**src/rtl/core/fis_pkg.sv**
```systemverilog
// fis_pkg: shared types and constants of the frame interval statistics block.
// Used by fis_div and frame_interval_stats; no dependencies.
package fis_pkg;

  localparam int unsigned StampW  = 64;
  localparam int unsigned DeltaW  = 32;
  localparam int unsigned AccW    = 48;
  localparam int unsigned FreqW   = 32;
  localparam int unsigned SpsW    = 10;
  localparam int unsigned CfgIdxW = 2;
  localparam int unsigned CfgDatW = 32;

  // shared divider: 64-bit dividend, 48-bit divisor, one quotient bit per cycle
  localparam int unsigned DivNumW  = 64;
  localparam int unsigned DivDenW  = 48;
  localparam int unsigned DivSteps = DivNumW;
  localparam int unsigned DivCntW  = $clog2(DivSteps);

  localparam logic [FreqW-1:0]  FreqReset = 32'd1000000;
  localparam logic [SpsW-1:0]   SpsReset  = 10'd1;
  localparam logic [DeltaW-1:0] Max32     = '1;
  localparam logic [AccW-1:0]   Max48     = '1;

  // configuration register indexes
  localparam logic [CfgIdxW-1:0] CfgIdxFreq = 2'd0;
  localparam logic [CfgIdxW-1:0] CfgIdxSps  = 2'd1;

  typedef struct packed {
    logic               start;
    logic [DivNumW-1:0] dividend;
    logic [DivDenW-1:0] divisor;
  } div_req_t;

  typedef struct packed {
    logic               busy;
    logic               done;
    logic [DivNumW-1:0] quotient;
  } div_rsp_t;

endpackage

```
**src/rtl/core/fis_div.sv**
```systemverilog
// fis_div: iterative restoring divider, one quotient bit per clock.
// Depends on fis_pkg (div_req_t, div_rsp_t, widths).
module fis_div (
  input  logic               clk_i,
  input  logic               rst_ni,
  input  fis_pkg::div_req_t  req_i,
  output fis_pkg::div_rsp_t  rsp_o
);
  import fis_pkg::*;

  logic               busy_q, done_q;
  logic [DivCntW-1:0] cnt_q;
  logic [DivDenW-1:0] rem_q, den_q, rem_d;
  logic [DivNumW-1:0] quo_q, quo_d;
  logic [DivDenW:0]   trial;
  logic               ge;

  // shift next dividend bit into the partial remainder, subtract if it fits
  assign trial = {rem_q, quo_q[DivNumW-1]};
  assign ge    = trial >= {1'b0, den_q};
  assign rem_d = ge ? DivDenW'(trial - {1'b0, den_q}) : trial[DivDenW-1:0];
  assign quo_d = {quo_q[DivNumW-2:0], ge};

  always_ff @(posedge clk_i or negedge rst_ni) begin
    if (!rst_ni) begin
      busy_q <= 1'b0;
      done_q <= 1'b0;
      cnt_q  <= '0;
    end else begin
      done_q <= 1'b0;
      if (req_i.start) begin
        busy_q <= 1'b1;
        cnt_q  <= '0;
      end else if (busy_q) begin
        cnt_q <= cnt_q + DivCntW'(1);
        if (cnt_q == DivCntW'(DivSteps - 1)) begin
          busy_q <= 1'b0;
          done_q <= 1'b1;
        end
      end
    end
  end

  always_ff @(posedge clk_i) begin
    if (req_i.start) begin
      rem_q <= '0;
      quo_q <= req_i.dividend;
      den_q <= req_i.divisor;
    end else if (busy_q) begin
      rem_q <= rem_d;
      quo_q <= quo_d;
    end
  end

  assign rsp_o.busy     = busy_q;
  assign rsp_o.done     = done_q;
  assign rsp_o.quotient = quo_q;

endmodule

```
**src/rtl/core/frame_interval_stats.sv**
```systemverilog
// frame_interval_stats: frame deltas, interval min/max/mean, frame rate; uses fis_pkg, fis_div.
// Per item: the first item, or any item with snapshots off, goes straight to the output state;
// others run the threshold divide, on a close the mean divide, and for a nonzero mean the rate.
// Throughput: one item at a time; the next item is taken back in idle, reached as the result
// loads, or later while a stalled result still holds the output register. Divides run 64 steps.
// Reset (async, active low) clears all statistics, snapshots and handshakes.
module frame_interval_stats (
  input  logic                         clk_i,
  input  logic                         rst_ni,
  // frame timestamps
  input  logic                         in_valid_i,
  output logic                         in_stall_o,
  input  logic [fis_pkg::StampW-1:0]   timestamp_i,
  // per-item results
  output logic                         out_valid_o,
  input  logic                         out_stall_i,
  output logic [fis_pkg::DeltaW-1:0]   delta_ticks_o,
  output logic                         snapshot_taken_o,
  output logic [fis_pkg::AccW-1:0]     mean_delta_q16_o,
  output logic [fis_pkg::DeltaW-1:0]   min_delta_o,
  output logic [fis_pkg::DeltaW-1:0]   max_delta_o,
  output logic [fis_pkg::AccW-1:0]     frame_rate_q16_o,
  // configuration writes
  input  logic                         cfg_valid_i,
  output logic                         cfg_ready_o,
  input  logic [fis_pkg::CfgIdxW-1:0]  cfg_index_i,
  input  logic [fis_pkg::CfgDatW-1:0]  cfg_data_i
);
  import fis_pkg::*;

  typedef enum logic [2:0] {
    StIdle,   // waiting for an item
    StThr,    // threshold = frequency / snapshots_per_second
    StMean,   // mean = sum * 2^16 / count
    StRate,   // rate = frequency * 2^32 / mean
    StOut     // hand result to output register
  } state_e;

  state_e state_q;

  // configuration
  logic [FreqW-1:0] freq_q;
  logic [SpsW-1:0]  sps_q;

  // running statistics
  logic [StampW-1:0] prev_q;
  logic              have_prev_q;
  logic [DeltaW-1:0] count_q;
  logic [AccW-1:0]   sum_q, ticks_q;
  logic [DeltaW-1:0] run_min_q, run_max_q;
  logic [DeltaW-1:0] delta_q;
  logic              snap_flag_q;

  // held snapshot
  logic [AccW-1:0]   snap_mean_q, snap_rate_q;
  logic [DeltaW-1:0] snap_min_q, snap_max_q;

  // output register
  logic              out_valid_q;
  logic [DeltaW-1:0] out_delta_q, out_min_q, out_max_q;
  logic              out_snap_q;
  logic [AccW-1:0]   out_mean_q, out_rate_q;

  div_req_t div_req;
  div_rsp_t div_rsp;

  logic              in_acc, out_free;
  logic [StampW-1:0] diff;
  logic [DeltaW-1:0] delta_new;
  logic [AccW:0]     sum_ext, ticks_ext;
  logic [AccW-1:0]   sum_new, ticks_new;
  logic [AccW-1:0]   mean_sat, rate_sat;
  logic              thr_hit;

  // config writes only between items; a pending write holds off the next item
  assign in_stall_o  = (state_q != StIdle) || cfg_valid_i;
  assign in_acc      = in_valid_i && !in_stall_o;
  assign out_free    = !out_valid_q || !out_stall_i;
  assign cfg_ready_o = (state_q == StIdle);

  // wrapping difference, saturated to 32 bits
  assign diff      = timestamp_i - prev_q;
  assign delta_new = (|diff[StampW-1:DeltaW]) ? Max32 : diff[DeltaW-1:0];

  // 48-bit saturating accumulators
  assign sum_ext   = {1'b0, sum_q}   + {{(AccW + 1 - DeltaW){1'b0}}, delta_new};
  assign ticks_ext = {1'b0, ticks_q} + {{(AccW + 1 - DeltaW){1'b0}}, delta_new};
  assign sum_new   = sum_ext[AccW]   ? Max48 : sum_ext[AccW-1:0];
  assign ticks_new = ticks_ext[AccW] ? Max48 : ticks_ext[AccW-1:0];

  // quotient beyond 48 bits saturates, for both mean and rate
  assign mean_sat = (|div_rsp.quotient[DivNumW-1:AccW]) ? Max48 : div_rsp.quotient[AccW-1:0];
  assign rate_sat = mean_sat;
  assign thr_hit  = {{(DivNumW - AccW){1'b0}}, ticks_q} >= div_rsp.quotient;

  // divider launch: threshold on a later accept if sps set, mean on a hit, rate on nonzero mean
  always_comb begin
    div_req.start    = 1'b0;
    div_req.dividend = {{(DivNumW - FreqW){1'b0}}, freq_q};
    div_req.divisor  = {{(DivDenW - SpsW){1'b0}}, sps_q};
    unique case (state_q)
      StIdle: begin
        div_req.start = in_acc && have_prev_q && (sps_q != '0);
      end
      StThr: begin
        div_req.start    = div_rsp.done && thr_hit;
        div_req.dividend = {sum_q, 16'h0000};
        div_req.divisor  = {{(DivDenW - DeltaW){1'b0}}, count_q};
      end
      StMean: begin
        div_req.start    = div_rsp.done && (mean_sat != '0);
        div_req.dividend = {freq_q, {(DivNumW - FreqW){1'b0}}};
        div_req.divisor  = mean_sat;
      end
      default: begin
        div_req.start = 1'b0;
      end
    endcase
  end

  fis_div u_div (
    .clk_i  (clk_i),
    .rst_ni (rst_ni),
    .req_i  (div_req),
    .rsp_o  (div_rsp)
  );

  always_ff @(posedge clk_i or negedge rst_ni) begin
    if (!rst_ni) begin
      state_q     <= StIdle;
      freq_q      <= FreqReset;
      sps_q       <= SpsReset;
      prev_q      <= '0;
      have_prev_q <= 1'b0;
      count_q     <= '0;
      sum_q       <= '0;
      ticks_q     <= '0;
      run_min_q   <= Max32;
      run_max_q   <= '0;
      delta_q     <= '0;
      snap_flag_q <= 1'b0;
      snap_mean_q <= '0;
      snap_min_q  <= '0;
      snap_max_q  <= '0;
      snap_rate_q <= '0;
      out_valid_q <= 1'b0;
    end else begin
      if (cfg_valid_i && cfg_ready_o) begin
        if (cfg_index_i == CfgIdxFreq) begin
          freq_q <= cfg_data_i[FreqW-1:0];
        end else if (cfg_index_i == CfgIdxSps) begin
          sps_q <= cfg_data_i[SpsW-1:0];
        end
      end

      // load a new result, or drop the one just taken
      if (state_q == StOut && out_free) begin
        out_valid_q <= 1'b1;
      end else if (!out_stall_i) begin
        out_valid_q <= 1'b0;
      end

      unique case (state_q)
        StIdle: begin
          if (in_acc) begin
            prev_q      <= timestamp_i;
            snap_flag_q <= 1'b0;
            if (!have_prev_q) begin
              // first item only records the stamp
              have_prev_q <= 1'b1;
              delta_q     <= '0;
              state_q     <= StOut;
            end else begin
              delta_q <= delta_new;
              if (count_q != Max32) begin
                count_q <= count_q + DeltaW'(1);
              end
              sum_q   <= sum_new;
              ticks_q <= ticks_new;
              if (delta_new < run_min_q) begin
                run_min_q <= delta_new;
              end
              if (delta_new > run_max_q) begin
                run_max_q <= delta_new;
              end
              state_q <= (sps_q != '0) ? StThr : StOut;
            end
          end
        end
        StThr: begin
          if (div_rsp.done) begin
            if (thr_hit) begin
              // close the interval; mean divide latched sum/count this edge
              snap_flag_q <= 1'b1;
              snap_min_q  <= run_min_q;
              snap_max_q  <= run_max_q;
              count_q     <= {{(DeltaW - 1){1'b0}}, 1'b1};
              sum_q       <= {{(AccW - DeltaW){1'b0}}, delta_q};
              ticks_q     <= '0;
              run_min_q   <= delta_q;
              run_max_q   <= delta_q;
              state_q     <= StMean;
            end else begin
              state_q <= StOut;
            end
          end
        end
        StMean: begin
          if (div_rsp.done) begin
            snap_mean_q <= mean_sat;
            if (mean_sat == '0) begin
              snap_rate_q <= Max48;
              state_q     <= StOut;
            end else begin
              state_q <= StRate;
            end
          end
        end
        StRate: begin
          if (div_rsp.done) begin
            snap_rate_q <= rate_sat;
            state_q     <= StOut;
          end
        end
        StOut: begin
          if (out_free) begin
            state_q <= StIdle;
          end
        end
        default: begin
          state_q <= StIdle;
        end
      endcase
    end
  end

  // output payload
  always_ff @(posedge clk_i) begin
    if (state_q == StOut && out_free) begin
      out_delta_q <= delta_q;
      out_snap_q  <= snap_flag_q;
      out_mean_q  <= snap_mean_q;
      out_min_q   <= snap_min_q;
      out_max_q   <= snap_max_q;
      out_rate_q  <= snap_rate_q;
    end
  end

  assign out_valid_o      = out_valid_q;
  assign delta_ticks_o    = out_delta_q;
  assign snapshot_taken_o = out_snap_q;
  assign mean_delta_q16_o = out_mean_q;
  assign min_delta_o      = out_min_q;
  assign max_delta_o      = out_max_q;
  assign frame_rate_q16_o = out_rate_q;

`ifndef SYNTHESIS
  // divider only finishes while the sequencer waits on it
  a_done_in_div_state: assert property (@(posedge clk_i) disable iff (!rst_ni)
    div_rsp.done |-> (state_q == StThr || state_q == StMean || state_q == StRate))
    else $error("divider done outside a divide state");

  // divider is free whenever a new item can be taken
  a_idle_div_free: assert property (@(posedge clk_i) disable iff (!rst_ni)
    (state_q == StIdle) |-> !div_rsp.busy)
    else $error("divider busy while idle");

  // a closed interval always has min <= max
  a_snap_order: assert property (@(posedge clk_i) disable iff (!rst_ni)
    (out_valid_o && snapshot_taken_o) |-> (min_delta_o <= max_delta_o))
    else $error("snapshot min above max");

  // no samples means nothing summed
  a_empty_sum: assert property (@(posedge clk_i) disable iff (!rst_ni)
    (count_q == '0) |-> (sum_q == '0))
    else $error("nonzero sum with zero count");

  // rate divide never runs on a zero mean
  a_rate_nonzero: assert property (@(posedge clk_i) disable iff (!rst_ni)
    (state_q == StRate) |-> (snap_mean_q != '0))
    else $error("rate divide with zero mean");
`endif

endmodule

```
**config.mk**
```make
export PLATFORM = sky130hd
export DESIGN_NAME = frame_interval_stats
export DESIGN_NICKNAME = d
export VERILOG_FILES = /design/src/rtl/core/fis_pkg.sv /design/src/rtl/core/fis_div.sv /design/src/rtl/core/frame_interval_stats.sv
export SDC_FILE = /design/constraint.sdc
export NUM_CORES = 2
export LEC_CHECK = 0
export BUFFER_PORTS_ARGS = -buffer_cell sky130_fd_sc_hd__buf_2
export CAP_MARGIN = 10
export CORE_MARGIN = 5
export CORE_UTILIZATION = 50
export DETAILED_ROUTE_END_ITERATION = 12
export MAX_ROUTING_LAYER = met4
export PLACE_DENSITY = 0.79
export SLEW_MARGIN = 30
export SYNTH_ARGS = -nofsm -noshare
export SYNTH_HDL_FRONTEND = slang
export SYNTH_SLANG_ARGS = --single-unit
```
**constraint.sdc**
```tcl
create_clock -name clk_i -period 22.7 [get_ports clk_i]
set_clock_uncertainty 0.05 [all_clocks]
set_input_delay 1.135 -clock clk_i [delete_from_list [all_inputs] [get_ports clk_i]]
set_output_delay 1.135 -clock clk_i [all_outputs]
set_load 0.01 [all_outputs]
```
==> impl_metrics.py <==
metrics = {
    "placement": {
        "gp_congestion": 1.013,
        "dp_hpwl_um": 107800,
        "pre_cts_slack_ps": 12990,
        "placed_cell_area_mm2": 0.04963,
        "port-buffer-count": 298,
        "dp_cells": 6252,
    },
    "clock_network": {
        "insertion_delay_ps": 690,
        "h-tree-depth": 3,
        "cts.clk_slew.worst_paths_ps": 60,
        "post-cts-setup-buffers": 0,
        "cts_root_buf": "clkbuf_16",
        "numCtsBuffers": 93,
        "hold_buffers": 0,
        "cts_resized": 0,
        "cts_tree": "built",
        "cts.sinks": 857,
        "clockBufferDepth": 3,
    },
    "die": {
        "start_util_pct": 50.38,
        "coreArea_mm2": 0.09333,
        "rows": 112,
        "die-area_mm2": 0.1003,
        "ios": 299,
        "die_h_um": 316.6,
        "die_x_um": 316.6,
    },
    "global_routing": {
        "grt_antenna_before_repair": 10,
        "grt_max_degree": 112,
        "grt_pass1_wl_um": 220500,
        "grt-ovfl-total": 0,
        "grt_pass1_vias": 37450,
        "grtUsageTotal_pct": 29.20,
    },
    "pwr": {
        "peakVddDrop_v": 0.00005427,
        "cellPowerDensity_mw_per_mm2": 61.52,
        "totalPowerFinal_mw": 3.254,
        "p_leak_nw": 23.55,
    },
    "min_path": {
        "hp-class": "primary input to asynchronous set/reset pin",
    },
    "finish": {
        "instances_no_fill": 6438,
        "num-fill-cells": 8003,
        "final_layout_size_suffix_gt1_share_pct": 14.03,
        "finalNetCount": 5489,
        "final_cell_area_mm2": 0.05290,
        "syn2layout_area_growth_pct": 12.51,
    },
    "logic_synthesis": {
        "netlist_area_mm2": 0.04702,
        "yosysSeqAreaShare_pct": 48.46,
        "synth-edff-count": 305,
        "avgSynthCellArea_um2": 9.609,
        "yosys.area.top_type_share_pct": 24.70,
        "ys_seq_elements": 857,
        "synth-async-reset-ratio_pct": 58.81,
        "synthesis.nets": 5288,
        "synth_flop_cell": "dfrtp_1",
        "synth_warnings": 0,
        "yosysUniqueCellTypes": 95,
        "yosysTopAreaCell": "dfrtp_1",
        "netlist_instances": 4893,
        "synth.area.top_cells": "dfrtp_1 25%, edfxtp_1 19%, ha_1 7.7%",
    },
    "detailed_routing": {
        "finalWirelength_um": 145600,
        "dr.pass1.iters": 6,
        "avgViaCountPerCell": 6.065,
        "postRouteAntennaNets": 0,
        "drt_iter0_markers": 4555,
        "wl_per_cell_um": 22.61,
        "route.vias.total": 39050,
        "drc": 0,
    },
    "worst_setup_path": {
        "path_class": "primary input to flop",
        "critPathArrivalTime_ps": 9700,
        "cp_slowest_cell": "a2111oi_0",
        "critical-path-top-delay-family": "compound AO/OA/AOI/OAI gates",
        "cp-start-kind": "primary input",
        "cp_max_fo": 34,
        "cp-end-kind": "flop",
        "crit_top_cell": "a21oi_1",
        "critPathBufInv": 3,
        "cpPeakStageDelay_ps": 700,
        "critPathRequiredTime_ps": 23170,
    },
    "timing": {
        "rsz0062_at_grt": "false",
        "worst_pin_slew_ps": 1009,
        "clock.fmax_ghz": 0.1084,
        "setup_ws_ps": 13470,
        "finalMaxSlewViolations": 0,
        "setup_tns_ps": 0,
        "hold_violations": 0,
        "fin_crit_ps": 9229,
        "fin_crit_sh_pct": 40.65,
        "setup_viol": 0,
        "relSlewSlack_pct": 32.74,
    },
    "job": {
        "max_cap_viol_count": 0,
    },
    "status": {
        "status": "completed",
    },
}
## Yosys cell counts (13+ instances only)
| library cell | instances |
|---|---|
| a211oi_1 | 42 |
| a21boi_0 | 15 |
| a21o_1 | 175 |
| a21oi_1 | 408 |
| a221oi_1 | 53 |
| a22oi_1 | 14 |
| a31oi_1 | 62 |
| and2_1 | 26 |
| and3_1 | 29 |
| buf_1 | 29 |
| clkbuf_1 | 198 |
| dfrtp_1 | 464 |
| dfstp_2 | 40 |
| dfxtp_1 | 48 |
| edfxtp_1 | 305 |
| ha_1 | 288 |
| inv_1 | 284 |
| mux2_2 | 104 |
| mux2i_1 | 20 |
| nand2_1 | 475 |
| nand2_2 | 30 |
| nand2b_1 | 30 |
| nand3_1 | 85 |
| nand4_1 | 72 |
| nor2_1 | 515 |
| nor2b_1 | 32 |
| nor3_1 | 74 |
| nor4_1 | 46 |
| o211ai_1 | 32 |
| o21a_1 | 35 |
| o21ai_0 | 412 |
| o21bai_1 | 19 |
| o22ai_1 | 33 |
| o31ai_1 | 13 |
| xnor2_1 | 101 |
| xor2_1 | 64 |
## cell families (layout without fill, tap and decap cells)
logic type / Yosys count / count (layout) / share of synthesized area, %
flip-flops: 857 / 857 / 48.46
AO/OA/AOI/OAI: 1445 / 1445 / 19.07
other: 0 / 10 / 0
buffers and inverters: 524 / 805 / 4.255
multiplexers: 130 / 130 / 3.068
AND/OR/NAND/NOR: 1480 / 1480 / 14.24
adder cells (fa/ha/maj): 292 / 292 / 7.835
XOR/XNOR: 165 / 165 / 3.074
## final timing paths
kind	from	endpoint	slack (ps)	cells after the start
hold / removal	rst_ni	snap_max_q[20]$_DFFE_PN0P_	370	1
max in group asynchronous	rst_ni	u_div.busy_q$_DFF_PN0_	18920	5
min in group clk_i	snap_max_q[30]$_DFFE_PN0P_	max_delta_o[30]$_DFFE_PP_	390	0
setup reg to reg	prev_q[0]$_DFFE_PN0P_	sum_q[24]$_DFFE_PN0P_	13750	29
setup / recovery	timestamp_i[0]	sum_q[24]$_DFFE_PN0P_	13470	31
hold reg to reg	snap_max_q[30]$_DFFE_PN0P_	max_delta_o[30]$_DFFE_PP_	390	0
## final cells by class
cell class	count	area, um^2	share of cell area, %
Inverter	285	1072	2.027
Multi-Input combinational cell	3512	22340	42.24
Tap cell	1254	1569	2.966
Timing Repair Buffer	345	1909	3.609
Sequential cell	857	22780	43.07
Clock buffer	120	2541	4.804
Clock inverter	55	654.4	1.237
Antenna cell	10	25.02	0.04731
## cells in the final DEF (no fill, tap or decap), types with 35 or more instances in the layout
cell type	n
nor2_1	511
mux2_2	104
buf_2	297
buf_4	41
dfrtp_1	463
edfxtp_1	305
nand2_1	470
ha_1	288
a31oi_1	62
o21a_1	35
a21oi_1	407
inv_1	284
nand4_1	72
dfstp_2	40
xor2_1	64
xnor2_1	101
a21o_1	175
nor4_1	46
o21ai_0	412
nor3_1	72
clkbuf_16	95
dfxtp_1	48
nand3_1	85
a221oi_1	53
a211oi_1	41
## through the flow
| step | util, % | hold slack, ps |
|---|---|---|
| after CTS | 56.60 | 388.2 |
| after global routing | 56.68 | 408.0 |
| after global placement | 53.14 | 379.3 |
| after floorplan | - | 374.8 |
| final | 56.68 | 370.4 |
| after detailed placement | 53.18 | 379.8 |
## metal layers
metal / vias to the layer above / track usage, % / share of wire [%]
met1: 18700 / 38.18 / 41
met2: 1879 / 44.51 / 45
met3: 405 / 4.941 / 8.7
li1: 18070 / - / -
met4: 0 / 14.34 / 5.7
met5: - / - / 0
## power by group
group / internal, mW / total [mW] / switching (mW)
Sequential: 1.59 / 1.59 / 0.00000000000000000968
Combinational: 0.0208 / 0.0777 / 0.0569
Clock: 0.925 / 1.58 / 0.659
Total: 2.54 / 3.25 / 0.716
## registers in the layout (all words and copies together) (netlist names), 48 cells and up
| name | cells |
|---|---|
| sum_q | 48 |
| u_div.quo_q | 64 |
| frame_rate_q16_o | 48 |
| prev_q | 64 |
| u_div.den_q | 48 |
| snap_rate_q | 48 |
| snap_mean_q | 48 |
| u_div.rem_q | 48 |
| ticks_q | 48 |
| mean_delta_q16_o | 48 |
No activity file was read; power rests on OpenSTA's default activity.
